<file path="config.mk">
export PLATFORM = sky130hd
export DESIGN_NAME = letter_rotate_base64_decoder_unit
export DESIGN_NICKNAME = d
export VERILOG_FILES = /design/src/design/lrb64_pkg.sv /design/src/design/lrb64_front.sv /design/src/design/lrb64_queue.sv /design/src/design/lrb64_back.sv /design/src/design/letter_rotate_base64_decoder_unit.sv
export SDC_FILE = /design/constraint.sdc
export NUM_CORES = 1
export LEC_CHECK = 0
export ABC_AREA = 1
export BUFFER_PORTS_ARGS = -buffer_cell sky130_fd_sc_hd__buf_2
export CAP_MARGIN = 20
export CORE_ASPECT_RATIO = 1.2
export CORE_UTILIZATION = 61
export CTS_CLUSTER_DIAMETER = 50
export DETAILED_ROUTE_END_ITERATION = 8
export PLACE_DENSITY = 0.84
export SETUP_SLACK_MARGIN = 0.2
export SLEW_MARGIN = 20
export SYNTH_ARGS = -nofsm -noshare
export SYNTH_HDL_FRONTEND = slang
export SYNTH_SLANG_ARGS = --single-unit
</file>
<file path="constraint.sdc">
create_clock -name clk -period 4.7 [get_ports clk]
set_input_delay 0.47 -clock clk [delete_from_list [all_inputs] [get_ports clk]]
set_output_delay 0.47 -clock clk [all_outputs]
set_load 0.1 [all_outputs]
</file>
<file path="src/design/lrb64_pkg.sv">
// Shared types and constants for the letter-rotate base64 decoder.
// No dependencies; every other design file imports this package.
`timescale 1ns / 1ps

package lrb64_pkg;

  // Configuration register indexes
  localparam logic CFG_ROTATE_AMOUNT = 1'b0;
  localparam logic CFG_PREFIX_ENABLE = 1'b1;

  localparam int unsigned ROT_W     = 5;
  localparam int unsigned ALPHA_LEN = 26;
  localparam logic [ROT_W-1:0] ROT_RESET = 5'd18;

  // Characters of interest
  localparam logic [7:0] CH_SLASH = 8'h2F;
  localparam logic [7:0] CH_PLUS  = 8'h2B;
  localparam logic [7:0] CH_EQUAL = 8'h3D;
  localparam logic [7:0] CH_UP_A  = 8'h41;
  localparam logic [7:0] CH_UP_Z  = 8'h5A;
  localparam logic [7:0] CH_LO_A  = 8'h61;
  localparam logic [7:0] CH_LO_Z  = 8'h7A;
  localparam logic [7:0] CH_ZERO  = 8'h30;
  localparam logic [7:0] CH_NINE  = 8'h39;

  // Text put in front of a leading "//"
  localparam int unsigned LEAD_LEN = 6;
  localparam logic [8*LEAD_LEN-1:0] LEAD_TEXT = "https:";

  // Result slots of one command, in output order
  localparam int unsigned SLOT_SLASH = LEAD_LEN;
  localparam int unsigned SLOT_BYTE  = LEAD_LEN + 1;
  localparam int unsigned SLOT_BARE  = LEAD_LEN + 2;
  localparam int unsigned NUM_SLOTS  = LEAD_LEN + 3;

  typedef logic [NUM_SLOTS-1:0] slot_mask_t;

  // Configuration seen by the front
  typedef struct packed {
    logic [ROT_W-1:0] rotate_amount;
    logic             prefix_enable;
  } cfg_t;

  // One command from front to back: the results caused by one input beat
  typedef struct packed {
    logic       lead;      // emit "https:" first
    logic       slash;     // emit a held '/'
    logic       has_byte;  // emit the decoded byte
    logic [7:0] data;
    logic       eos;       // last command of the string
  } cmd_t;

  // Character of a lead-text slot
  function automatic logic [7:0] lead_char(input int unsigned idx);
    lead_char = LEAD_TEXT[8*(LEAD_LEN-1-idx) +: 8];
  endfunction

endpackage

</file>
<file path="src/design/lrb64_front.sv">
// Front end: rotates letters, decodes base64 sextets into bytes and tracks
// the leading-slash state; emits at most one command per beat. Uses lrb64_pkg.
`timescale 1ns / 1ps

module lrb64_front (
  input  logic                clk,
  input  logic                rst_n,
  input  logic                accept,
  input  logic [7:0]          in_char,
  input  logic                in_eos,
  input  lrb64_pkg::cfg_t     cfg,
  output logic                cmd_push,
  output lrb64_pkg::cmd_t     cmd
);
  import lrb64_pkg::*;

  typedef enum logic [2:0] {
    PH_WAIT = 3'b001,
    PH_HELD = 3'b010,
    PH_PASS = 3'b100
  } phase_t;

  phase_t      phase_r, phase_nxt;
  logic [5:0]  store_r, store_nxt;
  logic [2:0]  count_r, count_nxt;
  logic        stopped_r, stopped_nxt;

  logic             is_up, is_lo, is_digit, is_eq;
  logic [ROT_W-1:0] amt, off, roff;
  logic [5:0]       sum;
  logic [7:0]       off_full, dig_full;
  logic [5:0]       sextet;
  logic             sextet_ok;
  logic             take;
  logic             have_byte;
  logic [7:0]       byte_val;

  // Classify the raw byte
  assign is_up     = (in_char >= CH_UP_A) && (in_char <= CH_UP_Z);
  assign is_lo     = (in_char >= CH_LO_A) && (in_char <= CH_LO_Z);
  assign is_digit  = (in_char >= CH_ZERO) && (in_char <= CH_NINE);
  assign is_eq     = (in_char == CH_EQUAL);

  // Rotate letters within their case
  assign amt      = (cfg.rotate_amount >= ROT_W'(ALPHA_LEN))
                    ? cfg.rotate_amount - ROT_W'(ALPHA_LEN) : cfg.rotate_amount;
  assign off_full = in_char - (is_up ? CH_UP_A : CH_LO_A);
  assign off      = off_full[ROT_W-1:0];
  assign sum      = {1'b0, off} + {1'b0, amt};
  assign roff     = (sum >= 6'(ALPHA_LEN)) ? ROT_W'(sum - 6'(ALPHA_LEN)) : sum[ROT_W-1:0];
  assign dig_full = in_char - CH_ZERO;

  // Map the rotated byte to a sextet
  always_comb begin
    sextet    = '0;
    sextet_ok = 1'b1;
    if (is_up) begin
      sextet = {1'b0, roff};
    end else if (is_lo) begin
      sextet = {1'b0, roff} + 6'(ALPHA_LEN);
    end else if (is_digit) begin
      sextet = dig_full[5:0] + 6'd52;
    end else if (in_char == CH_PLUS) begin
      sextet = 6'd62;
    end else if (in_char == CH_SLASH) begin
      sextet = 6'd63;
    end else begin
      sextet_ok = 1'b0;
    end
  end

  assign take = accept && !stopped_r && !is_eq && sextet_ok;

  // Pack the sextet into the bit store; a byte falls out every 8 bits
  always_comb begin
    store_nxt = store_r;
    count_nxt = count_r;
    have_byte = 1'b0;
    byte_val  = '0;
    if (take) begin
      case (count_r)
        3'd2: begin
          have_byte = 1'b1;
          byte_val  = {store_r[1:0], sextet};
          store_nxt = '0;
          count_nxt = 3'd0;
        end
        3'd4: begin
          have_byte = 1'b1;
          byte_val  = {store_r[3:0], sextet[5:2]};
          store_nxt = {4'd0, sextet[1:0]};
          count_nxt = 3'd2;
        end
        3'd6: begin
          have_byte = 1'b1;
          byte_val  = {store_r[5:0], sextet[5:4]};
          store_nxt = {2'd0, sextet[3:0]};
          count_nxt = 3'd4;
        end
        default: begin
          store_nxt = sextet;
          count_nxt = 3'd6;
        end
      endcase
    end
  end

  // Hold a leading slash, build the command
  always_comb begin
    phase_nxt   = phase_r;
    stopped_nxt = stopped_r;
    cmd         = '0;
    cmd.data    = byte_val;
    if (accept && !stopped_r && is_eq) begin
      stopped_nxt = 1'b1;
    end
    if (have_byte) begin
      case (phase_r)
        PH_WAIT: begin
          if (cfg.prefix_enable && (byte_val == CH_SLASH)) begin
            phase_nxt = PH_HELD;
          end else begin
            phase_nxt    = PH_PASS;
            cmd.has_byte = 1'b1;
          end
        end
        PH_HELD: begin
          phase_nxt    = PH_PASS;
          cmd.slash    = 1'b1;
          cmd.has_byte = 1'b1;
          cmd.lead     = cfg.prefix_enable && (byte_val == CH_SLASH);
        end
        default: begin
          phase_nxt    = PH_PASS;
          cmd.has_byte = 1'b1;
        end
      endcase
    end
    if (accept && in_eos) begin
      cmd.eos = 1'b1;
      if (phase_nxt == PH_HELD) begin
        cmd.slash = 1'b1;
      end
    end
  end

  assign cmd_push = accept && (cmd.eos || cmd.has_byte || cmd.slash);

  // Advance stream state; end of string clears it
  always_ff @(posedge clk) begin
    if (!rst_n) begin
      phase_r   <= PH_WAIT;
      store_r   <= '0;
      count_r   <= '0;
      stopped_r <= 1'b0;
    end else if (accept && in_eos) begin
      phase_r   <= PH_WAIT;
      store_r   <= '0;
      count_r   <= '0;
      stopped_r <= 1'b0;
    end else begin
      phase_r   <= phase_nxt;
      store_r   <= store_nxt;
      count_r   <= count_nxt;
      stopped_r <= stopped_nxt;
    end
  end

endmodule

</file>
<file path="src/design/lrb64_queue.sv">
// Command queue between front and back so each side stalls on its own.
// Uses lrb64_pkg for the command type.
`timescale 1ns / 1ps

module lrb64_queue #(
  parameter int unsigned DEPTH = 4
) (
  input  logic            clk,
  input  logic            rst_n,
  input  logic            push,
  input  lrb64_pkg::cmd_t push_data,
  output logic            full,
  input  logic            pop,
  output logic            head_valid,
  output lrb64_pkg::cmd_t head_data
);
  import lrb64_pkg::*;

  localparam int unsigned PTR_W = (DEPTH > 1) ? $clog2(DEPTH) : 1;
  localparam int unsigned CNT_W = $clog2(DEPTH + 1);

  cmd_t             mem_r [DEPTH];
  logic [PTR_W-1:0] wr_ptr_r, wr_ptr_nxt;
  logic [PTR_W-1:0] rd_ptr_r, rd_ptr_nxt;
  logic [CNT_W-1:0] count_r, count_nxt;
  logic             do_push, do_pop;

  assign full       = (count_r == CNT_W'(DEPTH));
  assign head_valid = (count_r != '0);
  assign head_data  = mem_r[rd_ptr_r];
  assign do_push    = push && !full;
  assign do_pop     = pop && head_valid;

  // Wrap pointers, track fill level
  always_comb begin
    wr_ptr_nxt = wr_ptr_r;
    rd_ptr_nxt = rd_ptr_r;
    count_nxt  = count_r;
    if (do_push) begin
      wr_ptr_nxt = (wr_ptr_r == PTR_W'(DEPTH - 1)) ? '0 : wr_ptr_r + 1'b1;
    end
    if (do_pop) begin
      rd_ptr_nxt = (rd_ptr_r == PTR_W'(DEPTH - 1)) ? '0 : rd_ptr_r + 1'b1;
    end
    if (do_push && !do_pop) begin
      count_nxt = count_r + 1'b1;
    end else if (do_pop && !do_push) begin
      count_nxt = count_r - 1'b1;
    end
  end

  always_ff @(posedge clk) begin
    if (!rst_n) begin
      wr_ptr_r <= '0;
      rd_ptr_r <= '0;
      count_r  <= '0;
    end else begin
      wr_ptr_r <= wr_ptr_nxt;
      rd_ptr_r <= rd_ptr_nxt;
      count_r  <= count_nxt;
    end
  end

  // Store the incoming command
  always_ff @(posedge clk) begin
    if (do_push) begin
      mem_r[wr_ptr_r] <= push_data;
    end
  end

endmodule

</file>
<file path="src/design/lrb64_back.sv">
// Back end: expands each queued command into result beats held in an output
// register, one per cycle while it is empty or being popped. Uses lrb64_pkg.
`timescale 1ns / 1ps

module lrb64_back (
  input  logic            clk,
  input  logic            rst_n,
  input  logic            head_valid,
  input  lrb64_pkg::cmd_t head_data,
  output logic            head_pop,
  output logic            out_empty,
  input  logic            out_pop,
  output logic [7:0]      out_char,
  output logic            out_char_valid,
  output logic            out_end_mark
);
  import lrb64_pkg::*;

  slot_mask_t done_r, done_nxt;
  slot_mask_t mask, pend, pos_oh;
  logic       bare, last, adv;
  logic [7:0] ch;

  logic       out_valid_r, out_valid_nxt;
  logic [7:0] out_char_r;
  logic       out_char_valid_r;
  logic       out_end_mark_r;

  // Slots this command fills
  assign bare = head_data.eos && !(head_data.lead || head_data.slash || head_data.has_byte);
  always_comb begin
    mask                = '0;
    mask[LEAD_LEN-1:0]  = {LEAD_LEN{head_data.lead}};
    mask[SLOT_SLASH]    = head_data.slash;
    mask[SLOT_BYTE]     = head_data.has_byte;
    mask[SLOT_BARE]     = bare;
  end

  // Pick the lowest pending slot
  assign pend   = head_valid ? (mask & ~done_r) : '0;
  assign pos_oh = pend & (~pend + 1'b1);
  assign last   = ((pend & ~pos_oh) == '0);
  assign adv    = head_valid && (!out_valid_r || out_pop);

  always_comb begin
    ch = '0;
    for (int unsigned i = 0; i < LEAD_LEN; i++) begin
      if (pos_oh[i]) begin
        ch = ch | lead_char(i);
      end
    end
    if (pos_oh[SLOT_SLASH]) begin
      ch = ch | CH_SLASH;
    end
    if (pos_oh[SLOT_BYTE]) begin
      ch = ch | head_data.data;
    end
  end

  // Step through slots; drop the command after its last beat
  always_comb begin
    done_nxt = done_r;
    head_pop = 1'b0;
    if (adv) begin
      if (last) begin
        done_nxt = '0;
        head_pop = 1'b1;
      end else begin
        done_nxt = done_r | pos_oh;
      end
    end
  end

  always_comb begin
    if (adv) begin
      out_valid_nxt = 1'b1;
    end else if (out_pop) begin
      out_valid_nxt = 1'b0;
    end else begin
      out_valid_nxt = out_valid_r;
    end
  end

  always_ff @(posedge clk) begin
    if (!rst_n) begin
      done_r      <= '0;
      out_valid_r <= 1'b0;
    end else begin
      done_r      <= done_nxt;
      out_valid_r <= out_valid_nxt;
    end
  end

  // Load the output register
  always_ff @(posedge clk) begin
    if (adv) begin
      out_char_r       <= ch;
      out_char_valid_r <= !pos_oh[SLOT_BARE];
      out_end_mark_r   <= head_data.eos && last;
    end
  end

  assign out_empty      = !out_valid_r;
  assign out_char       = out_char_r;
  assign out_char_valid = out_char_valid_r;
  assign out_end_mark   = out_end_mark_r;

`ifndef SYNTH
  // Progress through a command only exists while a command is queued
  a_done_needs_head: assert property (@(posedge clk) disable iff (!rst_n)
    (done_r != '0) |-> head_valid)
    else $error("slot progress without a queued command");

  // Emitted slots are always slots of the head command
  a_done_in_mask: assert property (@(posedge clk) disable iff (!rst_n)
    head_valid |-> ((done_r & ~mask) == '0))
    else $error("slot progress outside command mask");

  // A bare result only closes a string
  a_bare_is_end: assert property (@(posedge clk) disable iff (!rst_n)
    (out_valid_r && !out_char_valid_r) |-> (out_end_mark_r && (out_char_r == '0)))
    else $error("bare result without end mark");

  // Every queued command has at least one result
  a_head_nonempty: assert property (@(posedge clk) disable iff (!rst_n)
    head_valid |-> (mask != '0))
    else $error("queued command with no results");
`endif

endmodule

</file>
<file path="src/design/letter_rotate_base64_decoder_unit.sv">
// Top level of the letter-rotate base64 decoder: configuration registers,
// front end, command queue and back end. Uses lrb64_pkg.
`timescale 1ns / 1ps

// Takes one link character per cycle (push/full) and returns decoded bytes
// (empty/pop). The front end classifies and decodes a character in the cycle it is
// taken and writes at most one command into a QUEUE_DEPTH-entry queue; the back
// end emits one result per cycle from that queue while results are popped. A
// character gives zero, one or two results, or eight when "https:" goes in front
// of a leading "//", so the input runs at one character per cycle and stalls
// (full high) only when the back end falls behind and the queue fills. The first
// result of a character passes the queue and the output register. Letters are
// rotated by rotate_amount (register 0, taken modulo 26); prefix_enable (register
// 1) turns the https: insertion on. Write the registers only while idle.

module letter_rotate_base64_decoder_unit #(
  parameter int unsigned QUEUE_DEPTH = 4
) (
  input  logic       clk,
  input  logic       rst_n,
  // input channel
  input  logic       in_push,
  output logic       in_full,
  input  logic [7:0] in_char,
  input  logic       in_end_of_string,
  // result channel
  output logic       out_empty,
  input  logic       out_pop,
  output logic [7:0] out_char,
  output logic       out_char_valid,
  output logic       out_end_mark,
  // configuration
  input  logic       cfg_we,
  input  logic       cfg_index,
  input  logic [4:0] cfg_data
);
  import lrb64_pkg::*;

  cfg_t cfg_r;
  logic accept;
  logic cmd_push;
  cmd_t cmd;
  logic head_valid, head_pop;
  cmd_t head_data;

  // Configuration registers
  always_ff @(posedge clk) begin
    if (!rst_n) begin
      cfg_r.rotate_amount <= ROT_RESET;
      cfg_r.prefix_enable <= 1'b1;
    end else if (cfg_we) begin
      case (cfg_index)
        CFG_ROTATE_AMOUNT: cfg_r.rotate_amount <= cfg_data;
        CFG_PREFIX_ENABLE: cfg_r.prefix_enable <= cfg_data[0];
        default: cfg_r <= cfg_r;
      endcase
    end
  end

  assign accept = in_push && !in_full;

  lrb64_front u_front (
    .clk      (clk),
    .rst_n    (rst_n),
    .accept   (accept),
    .in_char  (in_char),
    .in_eos   (in_end_of_string),
    .cfg      (cfg_r),
    .cmd_push (cmd_push),
    .cmd      (cmd)
  );

  lrb64_queue #(
    .DEPTH (QUEUE_DEPTH)
  ) u_queue (
    .clk        (clk),
    .rst_n      (rst_n),
    .push       (cmd_push),
    .push_data  (cmd),
    .full       (in_full),
    .pop        (head_pop),
    .head_valid (head_valid),
    .head_data  (head_data)
  );

  lrb64_back u_back (
    .clk            (clk),
    .rst_n          (rst_n),
    .head_valid     (head_valid),
    .head_data      (head_data),
    .head_pop       (head_pop),
    .out_empty      (out_empty),
    .out_pop        (out_pop),
    .out_char       (out_char),
    .out_char_valid (out_char_valid),
    .out_end_mark   (out_end_mark)
  );

endmodule

</file>
==> results.toml <==
[floorplan]
rows = 36
die_area_mm2 = 0.00910
die_h_um = 104
io_pins = 32
fp.dieW_um = 87.3
start_util_pct = 64.2
coreArea_mm2 = 0.00829

[flow_run]
drv_cap = 0

[logic_synthesis]
synth_edf_count = 58
yosys_warnings = 0
synth.distinct_cells = 47
synth_seq_cells = 95
ys.flop_type = "edfxtp_1"
yosys.area.top_type = "edfxtp_1"
syn_inst = 624
avgSynthCellArea_um2 = 8.53
yosys-top-cells-area = "edfxtp_1 (33%), dfxtp_1 (14%), nand2_1 (8.8%)"
synth-seq-area-share_pct = 46.7
synth_fp_nets = 671
synth_top_area_share_pct = 32.7
async_reset_ff_share_pct = 0
netlist_area_mm2 = 0.00532

[power_and_ir_drop]
cellLeakagePower_uw = 0.00264
peakVddDrop_mv = 0.235
total_power_uw = 3640
p_per_area_mw_per_mm2 = 596

[timing]
hold_viol = 0
fin_skew_ns = 0.0104
tns_ns = 0
fin_crit_ns = 4.29
rsz0062_at_grt = "false"
fin_crit_sh_pct = 91.2
slew_violations = 0
setup_viol = 0
slew_headroom_pct = 67.7
setup_slack_ns = 0.412
max_freq_mhz = 233
hold_slack_ns = 0.335
tightestPinTransition_ns = 0.488

[hold_path]
min_path_cells = 3
worstHoldStart = "cfg_data[4]"
hold_class = "input port to flip-flop"
min_to = "cfg_r[5]"

[worst_setup_path]
crit_path_start_kind = "flip-flop"
worst-path-buf-inv = 3
r2r-start = "cfg_r[3]"
reg2regPathDepth = 30
regToRegSetupSlack_ns = 0.41
reg2reg_to = "u_queue.count_r[1]"
setup.worst_path.end_class = "flip-flop"
crit_top_cell = "nand2_4"
crit_family = "simple AND/OR/NAND/NOR gates"
cp_num_cells = 30
path_max_fanout = 6
critPathSlowestCell = "fa_2"
max_stage_delay_ns = 0.44
cp.arrival_ns = 4.55
criticalPathCategory = "flip-flop to flip-flop"
crit_required_ns = 4.96

[clocking]
cts_tree = "yes"
cts-root-buf = "clkbuf_8"
htreeDepth = 3
clk_pin_slew_worst_paths_ns = 0.09
cts_hold_buffers = 0
cts_sinks = 95
clock_path_buffers = 2
clkLatencyLatePin_ns = 0.36
cts_buffers = 9

[cells_and_area]
stdcell_area_mm2 = 0.00610
nets = 720
syn_to_final_growth_pct = 14.7
layout-drive-gt1-share_pct = 23.5
diodes = 0

[global_routing]
grt_overflow = 0
grt_antenna_before_repair = 0
grt_pass1_wl_mm = 17.6
grt.total_usage_pct = 24.9
grt_max_degree = 21
first_global_vias = 4182

[placed_design]
port_buffers = 31
post-place-ws_ns = -0.0732
gp_congestion = 0.913
place_area_mm2 = 0.00562
dp_hpwl_mm = 7.99

[routing]
initialDrtViolationCount = 171
routed_wl_mm = 11.0
final_antenna_net_count = 0
vias_per_cell = 5.45
wl_per_cell_um = 13.9
dr.pass1.iters = 5
vias = 4315
drc = 0

[outcome]
status = "completed"
## layout make-up
cell class	instances	area [um^2]
clock buffers	11	131
repair buffers	50	302
well taps	114	143
flip-flops and latches	95	2490
fillers	627	2180
multi-input cells	423	2600
clock inverters	5	73.8
inverters	94	368
## cells by family (layout without fill, tap and decap cells)
family          after synthesis  count (layout)  synth area share [%]
fa+ha+maj                    27              27                  6.63
compound gates              116             116                  13.0
flops                        95              95                  46.7
simple gates                275             275                  25.2
buf+inv                     106             160                  7.74
xor+xnor                      5               5                 0.823
## layout by cell type (no fill, tap or decap), drive strengths merged, types with 9 or more instances in the layout
| master | n |
|---|---|
| a21oi | 46 |
| buf | 50 |
| clkbuf | 11 |
| dfxtp | 37 |
| edfxtp | 58 |
| ha | 25 |
| inv | 93 |
| nand2 | 143 |
| nand3 | 44 |
| nor2 | 70 |
| nor3 | 9 |
| o21ai | 39 |
## cell usage after synthesis (2+ instances only)
master / number
nor2_1: 52
xor2_1: 5
o211ai_1: 4
nor2_2: 11
nand2_1: 125
nand2_4: 4
nand3_2: 6
o21ai_1: 6
fa_1: 2
a211oi_1: 2
nand2_2: 13
nand4_1: 5
ha_1: 25
inv_2: 14
nor3_1: 8
o22ai_1: 5
a32o_1: 5
edfxtp_1: 58
clkbuf_1: 11
a211o_1: 2
nand3_1: 37
nor2_4: 6
a22o_1: 2
a21oi_2: 5
a31oi_1: 5
a21oi_1: 41
o21ai_0: 32
dfxtp_1: 37
inv_6: 2
inv_1: 77
## repair_timing
action | CTS | global route
buffers inserted | 1 | 11
setup endpoints to repair | 2 | 3
pin swaps | 1 | 24
endpoints found under the hold margin | 0 | 0
gates resized for setup | 2 | 48
## worst min-delay path, delay by kind of cell
family	cells	cell delay (ns)
AND/OR/NAND/NOR	1	0.04
AO/OA/AOI/OAI	1	0.07
buffers and inverters	1	0.08
## layer usage
layer  share of wire [%]  routed length [um]  track usage [%]
met1                  39                4260             26.4
met2                  55                6040             45.3
met3                 3.6                 395             5.71
met4                 2.9                 323             12.1
met5                   0                   0                0
## through the flow
step | std cells | util [%]
after floorplan | 624 | -
after global placement | 764 | 67.8
after detailed placement | 764 | 67.8
after CTS | 781 | 70.5
after global routing | 792 | 73.6
final | 792 | 73.6
## worst max path at each step
stage / start / endpoint
4_1_cts: cfg_r[2] / u_queue.count_r[1]
2_1_floorplan: cfg_r[2] / u_queue.count_r[1]
6_report: cfg_r[3] / u_queue.count_r[1]
3_3_place_gp: cfg_r[2] / u_queue.count_r[1]
5_1_grt: cfg_r[3] / u_queue.count_r[2]
3_5_place_dp: cfg_r[2] / u_queue.count_r[1]
## flip-flops by register name, summed over array words and instances (netlist names), 3 cells and up, named ones only
name             cells
u_front.store_r      6
u_back.out_char      8
u_back.done_r        9
u_queue.count_r      3
u_front.phase_r      3
u_queue.mem_r       48
cfg_r                6
## power by group
part / internal, uW / switching (uW)
sequential: 1060 / 75.3
clock: 297 / 263
combinational: 582 / 1360
(Power assumes the default switching activity.)
